[src/hdl/mat_pkg.sv]
package mat_pkg;

	localparam int DIST_BITS     = 41;
	localparam int CIRC_BITS     = 24;
	localparam int CFG_ADDR_BITS = 3;
	localparam int CFG_DATA_BITS = 32;

	localparam logic [CIRC_BITS-1:0] CIRC_RESET = 24'd2202831;

	typedef enum logic {
		OP_SAMPLE = 1'b0,
		OP_ZERO   = 1'b1
	} op_t;

	typedef enum logic {
		REG_CIRC    = 1'b0,
		REG_REVERSE = 1'b1
	} reg_index_t;

	typedef struct packed {
		logic magnet_lost;
		logic read_failed;
	} sensor_flags_t;

endpackage

[src/hdl/multiturn_angle_tracker.sv]
// Multi-turn angle tracker. Each input word is a sample or a zero command with
// an absolute sensor angle; every word yields one result word with the turn
// count, the angle relative to the origin, the fault flag and the signed
// travelled distance (turns plus fraction, times the gear circumference, Q.16).
// Each word passes registers s1, s2, s3 and the output; one word is accepted
// per cycle as long as results are taken. A result stall freezes the pipeline,
// and a one-word skid register at the input raises item_stall in the next cycle.
// Configuration registers (circumference at 0x0, reverse sense at 0x4) must only
// be written while no words are in flight.
module multiturn_angle_tracker import mat_pkg::*; #(
	parameter int TURN_BITS  = 16,
	parameter int ANGLE_BITS = 12
) (
	input  logic                         clk,
	input  logic                         arst_n,
	input  logic                         psel,
	input  logic                         penable,
	input  logic                         pwrite,
	input  logic [CFG_ADDR_BITS-1:0]     paddr,
	input  logic [CFG_DATA_BITS-1:0]     pwdata,
	output logic [CFG_DATA_BITS-1:0]     prdata,
	output logic                         pready,
	input  logic                         item_valid,
	output logic                         item_stall,
	input  logic                         operation,
	input  logic [ANGLE_BITS-1:0]        raw_angle,
	input  logic                         magnet_lost,
	input  logic                         read_failed,
	output logic                         result_valid,
	input  logic                         result_stall,
	output logic signed [DIST_BITS-1:0]  distance_q16,
	output logic signed [TURN_BITS-1:0]  turn_count,
	output logic [ANGLE_BITS-1:0]        angle_in_turn,
	output logic                         fault
);

	logic [CIRC_BITS-1:0] circ_q;
	logic                 reverse_q;
	reg_index_t           reg_sel;

	logic                 en;
	logic                 in_accept;

	logic                 skid_v_q;
	op_t                  skid_op_q;
	logic [ANGLE_BITS-1:0] skid_raw_q;
	sensor_flags_t        skid_flags_q;

	logic                 v_s1;
	op_t                  op_s1;
	logic [ANGLE_BITS-1:0] raw_s1;
	sensor_flags_t        flags_s1;

	logic signed [TURN_BITS-1:0] turns_nxt;
	logic [ANGLE_BITS-1:0]       angle_nxt;
	logic                        fault_nxt;

	logic                        v_s2;
	logic signed [TURN_BITS-1:0] turns_s2;
	logic [ANGLE_BITS-1:0]       angle_s2;
	logic                        fault_s2;

	logic                        v_s3;
	logic signed [TURN_BITS-1:0] turns_s3;
	logic [ANGLE_BITS-1:0]       angle_s3;
	logic                        fault_s3;

	logic signed [DIST_BITS-1:0] distance_w;

	sensor_flags_t               in_flags;

	// Configuration port.
	assign pready  = 1'b1;
	assign reg_sel = reg_index_t'(paddr[2]);

	always_ff @(posedge clk or negedge arst_n) begin
		if (!arst_n) begin
			circ_q    <= CIRC_RESET;
			reverse_q <= 1'b0;
		end else if (psel && penable && pwrite && pready) begin
			case (reg_sel)
				REG_CIRC:    circ_q    <= pwdata[CIRC_BITS-1:0];
				REG_REVERSE: reverse_q <= pwdata[0];
				default: begin
				end
			endcase
		end
	end

	always_comb begin
		case (reg_sel)
			REG_CIRC:    prdata = {{(CFG_DATA_BITS-CIRC_BITS){1'b0}}, circ_q};
			REG_REVERSE: prdata = {{(CFG_DATA_BITS-1){1'b0}}, reverse_q};
			default:     prdata = '0;
		endcase
	end

	// Pipeline control: every stage advances unless the result word is stalled.
	assign en         = !(result_valid && result_stall);
	assign item_stall = skid_v_q;
	assign in_accept  = item_valid && !item_stall;

	assign in_flags.magnet_lost = magnet_lost;
	assign in_flags.read_failed = read_failed;

	always_ff @(posedge clk or negedge arst_n) begin
		if (!arst_n) begin
			skid_v_q     <= 1'b0;
			v_s1         <= 1'b0;
			v_s2         <= 1'b0;
			v_s3         <= 1'b0;
			result_valid <= 1'b0;
		end else begin
			if (en) begin
				skid_v_q     <= 1'b0;
				v_s1         <= skid_v_q || in_accept;
				v_s2         <= v_s1;
				v_s3         <= v_s2;
				result_valid <= v_s3;
			end else if (in_accept) begin
				skid_v_q <= 1'b1;
			end
		end
	end

	always_ff @(posedge clk) begin
		if (!en && in_accept) begin
			skid_op_q    <= op_t'(operation);
			skid_raw_q   <= raw_angle;
			skid_flags_q <= in_flags;
		end
		if (en) begin
			if (skid_v_q) begin
				op_s1    <= skid_op_q;
				raw_s1   <= skid_raw_q;
				flags_s1 <= skid_flags_q;
			end else begin
				op_s1    <= op_t'(operation);
				raw_s1   <= raw_angle;
				flags_s1 <= in_flags;
			end
			turns_s2      <= turns_nxt;
			angle_s2      <= angle_nxt;
			fault_s2      <= fault_nxt;
			turns_s3      <= turns_s2;
			angle_s3      <= angle_s2;
			fault_s3      <= fault_s2;
			distance_q16  <= distance_w;
			turn_count    <= turns_s3;
			angle_in_turn <= angle_s3;
			fault         <= fault_s3;
		end
	end

	mat_update #(
		.TURN_BITS  (TURN_BITS),
		.ANGLE_BITS (ANGLE_BITS)
	) u_update (
		.clk       (clk),
		.arst_n    (arst_n),
		.step      (en && v_s1),
		.op        (op_s1),
		.raw       (raw_s1),
		.flags     (flags_s1),
		.turns_nxt (turns_nxt),
		.angle_nxt (angle_nxt),
		.fault_nxt (fault_nxt)
	);

	mat_dist #(
		.TURN_BITS  (TURN_BITS),
		.ANGLE_BITS (ANGLE_BITS)
	) u_dist (
		.clk      (clk),
		.en       (en),
		.turns    (turns_s2),
		.angle    (angle_s2),
		.circ     (circ_q),
		.reverse  (reverse_q),
		.distance (distance_w)
	);

endmodule

[src/hdl/mat_update.sv]
module mat_update import mat_pkg::*; #(
	parameter int TURN_BITS  = 16,
	parameter int ANGLE_BITS = 12
) (
	input  logic                         clk,
	input  logic                         arst_n,
	input  logic                         step,
	input  op_t                          op,
	input  logic [ANGLE_BITS-1:0]        raw,
	input  sensor_flags_t                flags,
	output logic signed [TURN_BITS-1:0]  turns_nxt,
	output logic [ANGLE_BITS-1:0]        angle_nxt,
	output logic                         fault_nxt
);

	localparam logic [ANGLE_BITS-1:0] QUARTER = {2'b01, {(ANGLE_BITS-2){1'b0}}};
	localparam logic [ANGLE_BITS-1:0] THREE_Q = {2'b11, {(ANGLE_BITS-2){1'b0}}};
	localparam logic [TURN_BITS-1:0]  TURN_MAX = {1'b0, {(TURN_BITS-1){1'b1}}};
	localparam logic [TURN_BITS-1:0]  TURN_MIN = {1'b1, {(TURN_BITS-1){1'b0}}};

	logic [ANGLE_BITS-1:0]       origin_q;
	logic signed [TURN_BITS-1:0] turns_q;
	logic [ANGLE_BITS-1:0]       angle_q;
	logic                        fault_q;

	logic [ANGLE_BITS-1:0] origin_nxt;
	logic [ANGLE_BITS-1:0] rel;

	always_comb begin
		origin_nxt = origin_q;
		turns_nxt  = turns_q;
		angle_nxt  = angle_q;
		fault_nxt  = fault_q;
		// Angle relative to the origin wraps naturally at the angle width.
		rel        = raw - origin_q;
		case (op)
			OP_ZERO: begin
				turns_nxt = '0;
				angle_nxt = '0;
				fault_nxt = flags.read_failed | flags.magnet_lost;
				if (!(flags.read_failed || flags.magnet_lost)) begin
					origin_nxt = raw;
				end
			end
			OP_SAMPLE: begin
				if (!fault_q && !flags.read_failed) begin
					if (flags.magnet_lost) begin
						fault_nxt = 1'b1;
					end else begin
						if (rel < QUARTER && angle_q > THREE_Q) begin
							if (turns_q != $signed(TURN_MAX)) begin
								turns_nxt = turns_q + TURN_BITS'(1);
							end
						end else if (rel > THREE_Q && angle_q < QUARTER) begin
							if (turns_q != $signed(TURN_MIN)) begin
								turns_nxt = turns_q - TURN_BITS'(1);
							end
						end
						angle_nxt = rel;
					end
				end
			end
			default: begin
			end
		endcase
	end

	always_ff @(posedge clk or negedge arst_n) begin
		if (!arst_n) begin
			origin_q <= '0;
			turns_q  <= '0;
			angle_q  <= '0;
			fault_q  <= 1'b0;
		end else if (step) begin
			origin_q <= origin_nxt;
			turns_q  <= turns_nxt;
			angle_q  <= angle_nxt;
			fault_q  <= fault_nxt;
		end
	end

endmodule

[src/hdl/mat_dist.sv]
module mat_dist import mat_pkg::*; #(
	parameter int TURN_BITS  = 16,
	parameter int ANGLE_BITS = 12
) (
	input  logic                         clk,
	input  logic                         en,
	input  logic signed [TURN_BITS-1:0]  turns,
	input  logic [ANGLE_BITS-1:0]        angle,
	input  logic [CIRC_BITS-1:0]         circ,
	input  logic                         reverse,
	output logic signed [DIST_BITS-1:0]  distance
);

	localparam int HW = TURN_BITS + CIRC_BITS;
	localparam int LW = ANGLE_BITS + CIRC_BITS + 1;
	localparam int SW = (HW + 1 > DIST_BITS + 1) ? HW + 1 : DIST_BITS + 1;
	localparam logic [LW-1:0] HALF    = LW'(1) << (ANGLE_BITS - 1);
	localparam logic [SW-1:0] NEG_MAX = SW'(1) << (DIST_BITS - 1);
	localparam logic [SW-1:0] POS_MAX = (SW'(1) << (DIST_BITS - 1)) - SW'(1);

	logic                     neg;
	logic [TURN_BITS-1:0]     hi;
	logic [ANGLE_BITS-1:0]    lo;

	logic [HW-1:0]            phi_s3;
	logic [LW-2:0]            plo_s3;
	logic                     neg_s3;

	logic [LW-1:0]            lo_round;
	logic [SW-1:0]            total;
	logic [SW-1:0]            mag;
	logic [DIST_BITS-1:0]     dist_w;

	// Split the magnitude of turns * 2^ANGLE_BITS + angle into whole turns and
	// the fraction of a turn without forming the wide sum.
	always_comb begin
		neg = turns[TURN_BITS-1];
		hi  = turns;
		lo  = angle;
		if (neg) begin
			if (angle == '0) begin
				hi = -turns;
				lo = '0;
			end else begin
				hi = ~turns;
				lo = -angle;
			end
		end
	end

	always_ff @(posedge clk) begin
		if (en) begin
			phi_s3 <= HW'(hi) * HW'(circ);
			plo_s3 <= (LW-1)'(lo) * (LW-1)'(circ);
			neg_s3 <= neg ^ reverse;
		end
	end

	always_comb begin
		lo_round = LW'(plo_s3) + HALF;
		total    = SW'(phi_s3) + SW'(lo_round[LW-1:ANGLE_BITS]);
		mag      = total;
		dist_w   = '0;
		if (total != '0) begin
			if (neg_s3) begin
				if (total > NEG_MAX) begin
					mag = NEG_MAX;
				end
				dist_w = -mag[DIST_BITS-1:0];
			end else begin
				if (total > POS_MAX) begin
					mag = POS_MAX;
				end
				dist_w = mag[DIST_BITS-1:0];
			end
		end
	end

	assign distance = $signed(dist_w);

endmodule

[config.mk]
export PLATFORM = sky130hd
export DESIGN_NAME = multiturn_angle_tracker
export DESIGN_NICKNAME = d
export VERILOG_FILES = /design/src/hdl/mat_pkg.sv /design/src/hdl/multiturn_angle_tracker.sv /design/src/hdl/mat_update.sv /design/src/hdl/mat_dist.sv
export SDC_FILE = /design/constraint.sdc
export NUM_CORES = 2
export LEC_CHECK = 0
export BUFFER_PORTS_ARGS = -buffer_cell sky130_fd_sc_hd__buf_2
export CAP_MARGIN = 20
export CORE_AREA = 2 2 178 311
export CTS_CLUSTER_SIZE = 20
export DETAILED_ROUTE_END_ITERATION = 8
export DIE_AREA = 0 0 180 313
export MAX_ROUTING_LAYER = met4
export PLACE_DENSITY_LB_ADDON = 0.2
export SYNTH_ARGS = -nofsm -noshare
export SYNTH_HDL_FRONTEND = slang
export SYNTH_HIERARCHICAL = 1
export SYNTH_SLANG_ARGS = --single-unit
[constraint.sdc]
create_clock -name clk -period 29.7 [get_ports clk]
set_input_delay 0 -clock clk [delete_from_list [all_inputs] [get_ports clk]]
set_output_delay 0 -clock clk [all_outputs]
set_load 0.05 [all_outputs]
After elaboration in Yosys (flattened, before gate mapping):

Index checks and enable logic that the tools add are counted.
W data, S select, Z words.

* bits in registers: 306
* logic and storage cells: 105
* latch bits: 0
* output and inout bits: 105
* bits in writable memories: 0
* memories: 0
* ROM bits: 0
* input bits: 57

* bitwise operators: 6
* $lt $le $gt $ge: 6
* reduce and logical (&&, ||, !) cells: 20
* div/mod/pow operators: 0
* muxes and demuxes: 28
* shifts and indexed selects: 0
* add/subtract/negate cells: 8
* multiply operators: 2
* equality and inequality tests: 3

Operators by type and width (count)
* $mux W41: 5
* $mux W16: 8
* $pmux W32 S2: 1
* $mux W12: 5
* $gt A42 B40 Y1 const B: 1
* $gt A42 B41 Y1 const B: 1
* $reduce_bool A42 Y1: 1
* $add A40 B25 Y41: 1
* $neg A41 Y41: 1
* $mul A16 B24 Y40: 1
* $add A36 B12 Y37 const B: 1
* $mul A12 B24 Y36: 1
* $ne A16 B16 Y1 const B: 2
* $pmux W16 S2: 1
* $gt A12 B12 Y1 const B: 2
* $lt A12 B11 Y1 const B: 2
* $pmux W12 S2: 1
* $add A16 B2 Y16 const B: 1
* $neg A16 Y16: 1
* $not A16 Y16: 1
* $sub A16 B2 Y16 const B: 1
* $logic_not A12 Y1: 1
* $neg A12 Y12: 1
* $sub A12 B12 Y12: 1
* other kinds (12): 31

Longest topological paths before layout:

* depth after elaboration: 8
* depth in mapped cells: 41
* depth with buffers taken out: 40

By module:

The synthesis kept the hierarchy.

Modules (own cells, without submodules)
* mat_dist: seq. area each 1981.9 µm², instances 1, cells each 3232, area an instance 27401.3 µm²
* multiturn_angle_tracker: seq. area each 5510.3 µm², instances 1, cells each 282, area an instance 6407.4 µm²
* mat_update: seq. area each 1026.0 µm², instances 1, cells each 427, area an instance 3502.1 µm²

Worst setup path after synthesis:

No wires, ideal clock.

* path type: reg-to-reg
* start point: register angle_s2[0]
* end point: register u_dist.phi_s3[38], data pin
* setup time: 258 ps
* data arrival time: 9508 ps
* period minus slack after synthesis: 9765 ps
* cell stages (with the launch flop): 38
* data required time: 29442 ps
* buffers on the path: 2
* setup slack: 19935 ps
* cell sequence: edfxtp_1 -> inv_1 -> ha_1 -> nor2b_1 -> nand4_2 -> or3_1 -> buf_2 -> or4_4 -> or3_1 -> nor2_1 -> nand3_1 -> or4_1 -> or3_4 -> nand2_1 -> xnor2_1 -> clkbuf_1 -> and2_1 -> fa_1 -> (+2 left out) -> fa_1 -> fa_1 -> inv_1 -> fa_1 -> inv_1 -> ha_1 -> a211oi_1 -> nand2_1 -> o21bai_1 -> a221o_1 -> a221o_1 -> a41oi_1 -> a21oi_1 -> a41o_1 -> nor3_1 -> o21bai_1 -> a21oi_1 -> xnor2_1

* word-level cells in the longest chain between the ends: 4

Ends and longest elaborated chain
* start: declaration: line multiturn_angle_tracker.sv:60 `logic [ANGLE_BITS-1:0] angle_s2;`
* start signal: assignment: line multiturn_angle_tracker.sv:143 `angle_s2 <= angle_nxt;`
* $logic_not A12 Y1: line mat_dist.sv:41 `if (angle == '0) begin`
* $mux W16: line mat_dist.sv:41
* $mux W16: line mat_dist.sv:40 `if (neg) begin`
* $mul A16 B24 Y40: line mat_dist.sv:53 `phi_s3 <= HW'(hi) * HW'(circ);`
* end signal: assignment: line mat_dist.sv:53
* end: declaration: line mat_dist.sv:25 `logic [HW-1:0] phi_s3;`

No other way between the ends.
A chain may end at the register's enable or synchronous reset.

Worst setup path after layout:

Ends and elaborated chain as after synthesis.

==> flow_summary.yaml <==
outcome:
  outcome: "finished clean"
min_path:
  min-delay-start: "operation"
  hold_path_class: "in -> reg"
  whs_path_depth: 2
  holdPathEnd: "skid_op_q"
synth:
  ys.flop_type: "edfxtp_1"
  synth-seq-cells: 295
  syn-cell-area_um2: 37310
  synthXorXnorAreaFrac_pct: 3.404
  synth_cells: 3941
  synth_edf_count: 224
  yosysSeqAreaShare_pct: 22.83
  syn_avg_cell_area_um2: 9.467
  ys_types: 104
  ys_warn_count: 6
  synthArstFlopShare_pct: 24.07
  synth-simple-area-share_pct: 17.53
  yosys-mux-area-fraction_pct: 2.394
  synth_top_family_by_area: "adder cells"
  yosys.area_share.adder_pct: 35.82
  synth_compound_area_share_pct: 9.531
finish:
  nets: 4829
  n_antenna_cell: 0
  drive_gt1_share_pct: 9.943
  instances_no_fill: 4733
  syn2layout_area_growth_pct: 7.562
sta:
  tns_ns: 0
  setup_viol_count_final: 0
  fmax_ghz: 0.08959
  relSlewSlack_pct: 30.04
  drv_slew: 0
  worst_pin_slew_ns: 1.049
  period_needed_ns: 11.16
  rsz0062_at_grt: "false"
  hold_viol: 0
  skew_ns: 0.02887
  fin_crit_sh_pct: 37.58
critical_path:
  critPathMaxFanout: 24
  setup.worst_path.end_class: "flip-flop"
  worst-setup-path-type: "reg -> reg"
  critPathArrivalTime_ns: 11.52
  reg2reg_slack_ns: 18.54
  crit_top_cell: "fa_1"
  r2r-start: "angle_s2[0]"
  critPathRequiredTime_ns: 30.06
  slowest_stage: "fa_1"
  r2r-end: "u_dist/phi_s3[38]"
  critPathMaxStageDelay_ns: 0.56
  rr_worst_depth: 36
  startpoint_type: "flip-flop"
route:
  first_iter_violations: 1658
  first_pass_iters: 6
  via_per_inst: 6.161
  vias: 29160
  wl_per_cell_um: 20.73
  drc: 0
  wirelength_um: 98110
  ant_nets: 0
floorplanning:
  design.core.area_um2: 53870
  die_area_um2: 56340
  io_pins: 162
  die_width_um: 180
  start_util_pct: 69.26
  die_height_um: 313
  rows: 113
place:
  dp_cells: 4633
  port_buffers: 142
  gp_congestion: 0.9448
  dp_hpwl_um: 73330
global_route:
  first_global_vias: 31390
  grt_pass1_wl_um: 157400
  grt_max_degree: 89
  antenna_found_initial: 0
  grt.overflow.total: 0
  grt_use_total_pct: 36.43
clocking:
  clockRootBuffer: "clkbuf_16"
  ctsLongestPathBuffers: 3
  clock_latency_ns: 0.62
  clock-sinks: 295
  htree_levels: 1
  clkSlewWorstSetupHoldPaths_ns: 0.07
  cts_setup_buffers: 0
  cts_tree: "done"
  numCtsBuffers: 29
flow_run:
  drv_cap: 0
-- repair_timing --
action / 4_1_cts / 5_1_grt
resized for setup: 0 / 0
endpoints found under the hold margin: 126 / 0
hold buffers: 46 / 0
-- how the worst max path moves through the flow --
stage                startpoint                end  slack, ns  cells after the start
global route        angle_s2[0]  u_dist/phi_s3[38]      18.06                     35
detailed placement  angle_s2[0]  u_dist/phi_s3[38]      18.77                     35
CTS                 angle_s2[0]  u_dist/phi_s3[38]      18.65                     36
floorplan           angle_s2[0]  u_dist/phi_s3[38]      19.93                     37
global placement    angle_s2[0]  u_dist/phi_s3[39]      18.84                     35
finish              angle_s2[0]  u_dist/phi_s3[38]      18.54                     36
-- critical path: cells and delay by family, from the launching register on --
family / cells / cell delay [ns]
simple gates: 14 / 3.84
fa+ha+maj: 8 / 3.74
compound gates: 8 / 2.01
buf+inv: 4 / 0.60
flops: 1 / 0.52
xor+xnor: 2 / 0.21
-- flip-flops by register name, indices dropped and copies added (netlist names), 12 cells and up --
signal and count:
angle_s3 12, angle_in_turn 12, skid_raw_q 12, turns_s3 16
angle_s2 12, distance_q16 41, turns_s2 16, u_update/origin_q 12
u_update/angle_q 12, raw_s1 12, turn_count 16, u_dist/plo_s3 25
circ_q 24, u_dist/phi_s3 40, u_update/turns_q 16
-- cells in the mapped netlist, types with 12 or more instances --
cell type    n  area, µm²
fa_1       527      10550
o31ai_1     12      90.09
and2_1     179       1120
a22oi_1     32      240.2
dfrtp_1     59       1476
a21oi_1    115      575.6
nand4_1     27      168.9
ha_1       225       2815
buf_1       24      90.09
o21a_1      30      225.2
mux2_2      42      473.0
nand2_1    621       2331
nor2_1     138      518.0
clkbuf_1   154      578.1
xor2_1      37      324.1
nand2b_1    32      200.2
o21ai_0    111      555.5
mux2i_1     12      120.1
nor2b_1     83      519.3
a21o_1      44      330.3
nor3_1      49      245.2
nor4_1      15      93.84
edfxtp_1   224       6726
o211ai_1    19      142.6
xnor2_1    108      945.9
nand3_1     57      285.3
a211oi_1    20      150.1
inv_1      609       2286
buf_4       12      90.09
mux2_4      20      300.3
a31oi_1     14      87.58
buf_2       13      65.06
or3_1       23      143.9
dfstp_2     12      315.3
and3_1      31      193.9
-- kinds of logic after synthesis --
| family | after synthesis |
|---|---|
| AO/OA/AOI/OAI | 526 |
| adder cells (fa/ha/maj) | 752 |
| AND/OR/NAND/NOR | 1330 |
| XOR/XNOR | 145 |
| multiplexers | 74 |
| buffers and inverters | 817 |
| other | 2 |
| flip-flops | 295 |
-- area by class of cell --
class,instances,area [µm²]
clock inverter,21,231.5
tap,690,863.3
multi-input combinational,2836,25830
clock buffer,33,770.7
fill,3877,13740
inverter,609,2286
sequential,295,8518
timing repair buffer,249,1632
-- stage by stage --
stage	util, %	hold slack (ns)	setup WS, ns	instance area, µm²
final	74.50	0.1200	18.54	40130
after global routing	74.50	0.1188	18.06	40130
after CTS	74.50	0.1001	18.65	40130
after detailed placement	71.79	-0.1154	18.77	38670
after global placement	71.79	-0.1161	18.84	38670
after floorplan	-	-0.2956	19.93	37340
-- routing by layer --
metal | GRT usage [%] | wire, µm | vias up
met5 | - | 0 | -
met4 | 23.85 | 7484 | 0
met3 | 4.636 | 6550 | 480
met2 | 66.67 | 52800 | 1385
met1 | 35.99 | 31280 | 14380
li1 | - | - | 12920
-- cell usage in the layout, fill, tap and decap left out, types with 57 or more instances in the layout --
cell type | Yosys | final
nor2_1 | 138 | 138
and2_1 | 179 | 179
dfrtp_1 | 59 | 59
fa_1 | 527 | 527
o21ai_0 | 111 | 109
xnor2_1 | 108 | 92
inv_1 | 609 | 609
nand2_1 | 621 | 619
nor2b_1 | 83 | 83
ha_1 | 225 | 225
a21oi_1 | 115 | 114
edfxtp_1 | 224 | 224
nand3_1 | 57 | 57
buf_2 | 13 | 141
buf_4 | 12 | 62
Power is not shown: default switching activity piles up to over one toggle a cycle in this logic, so the estimate is an artifact.
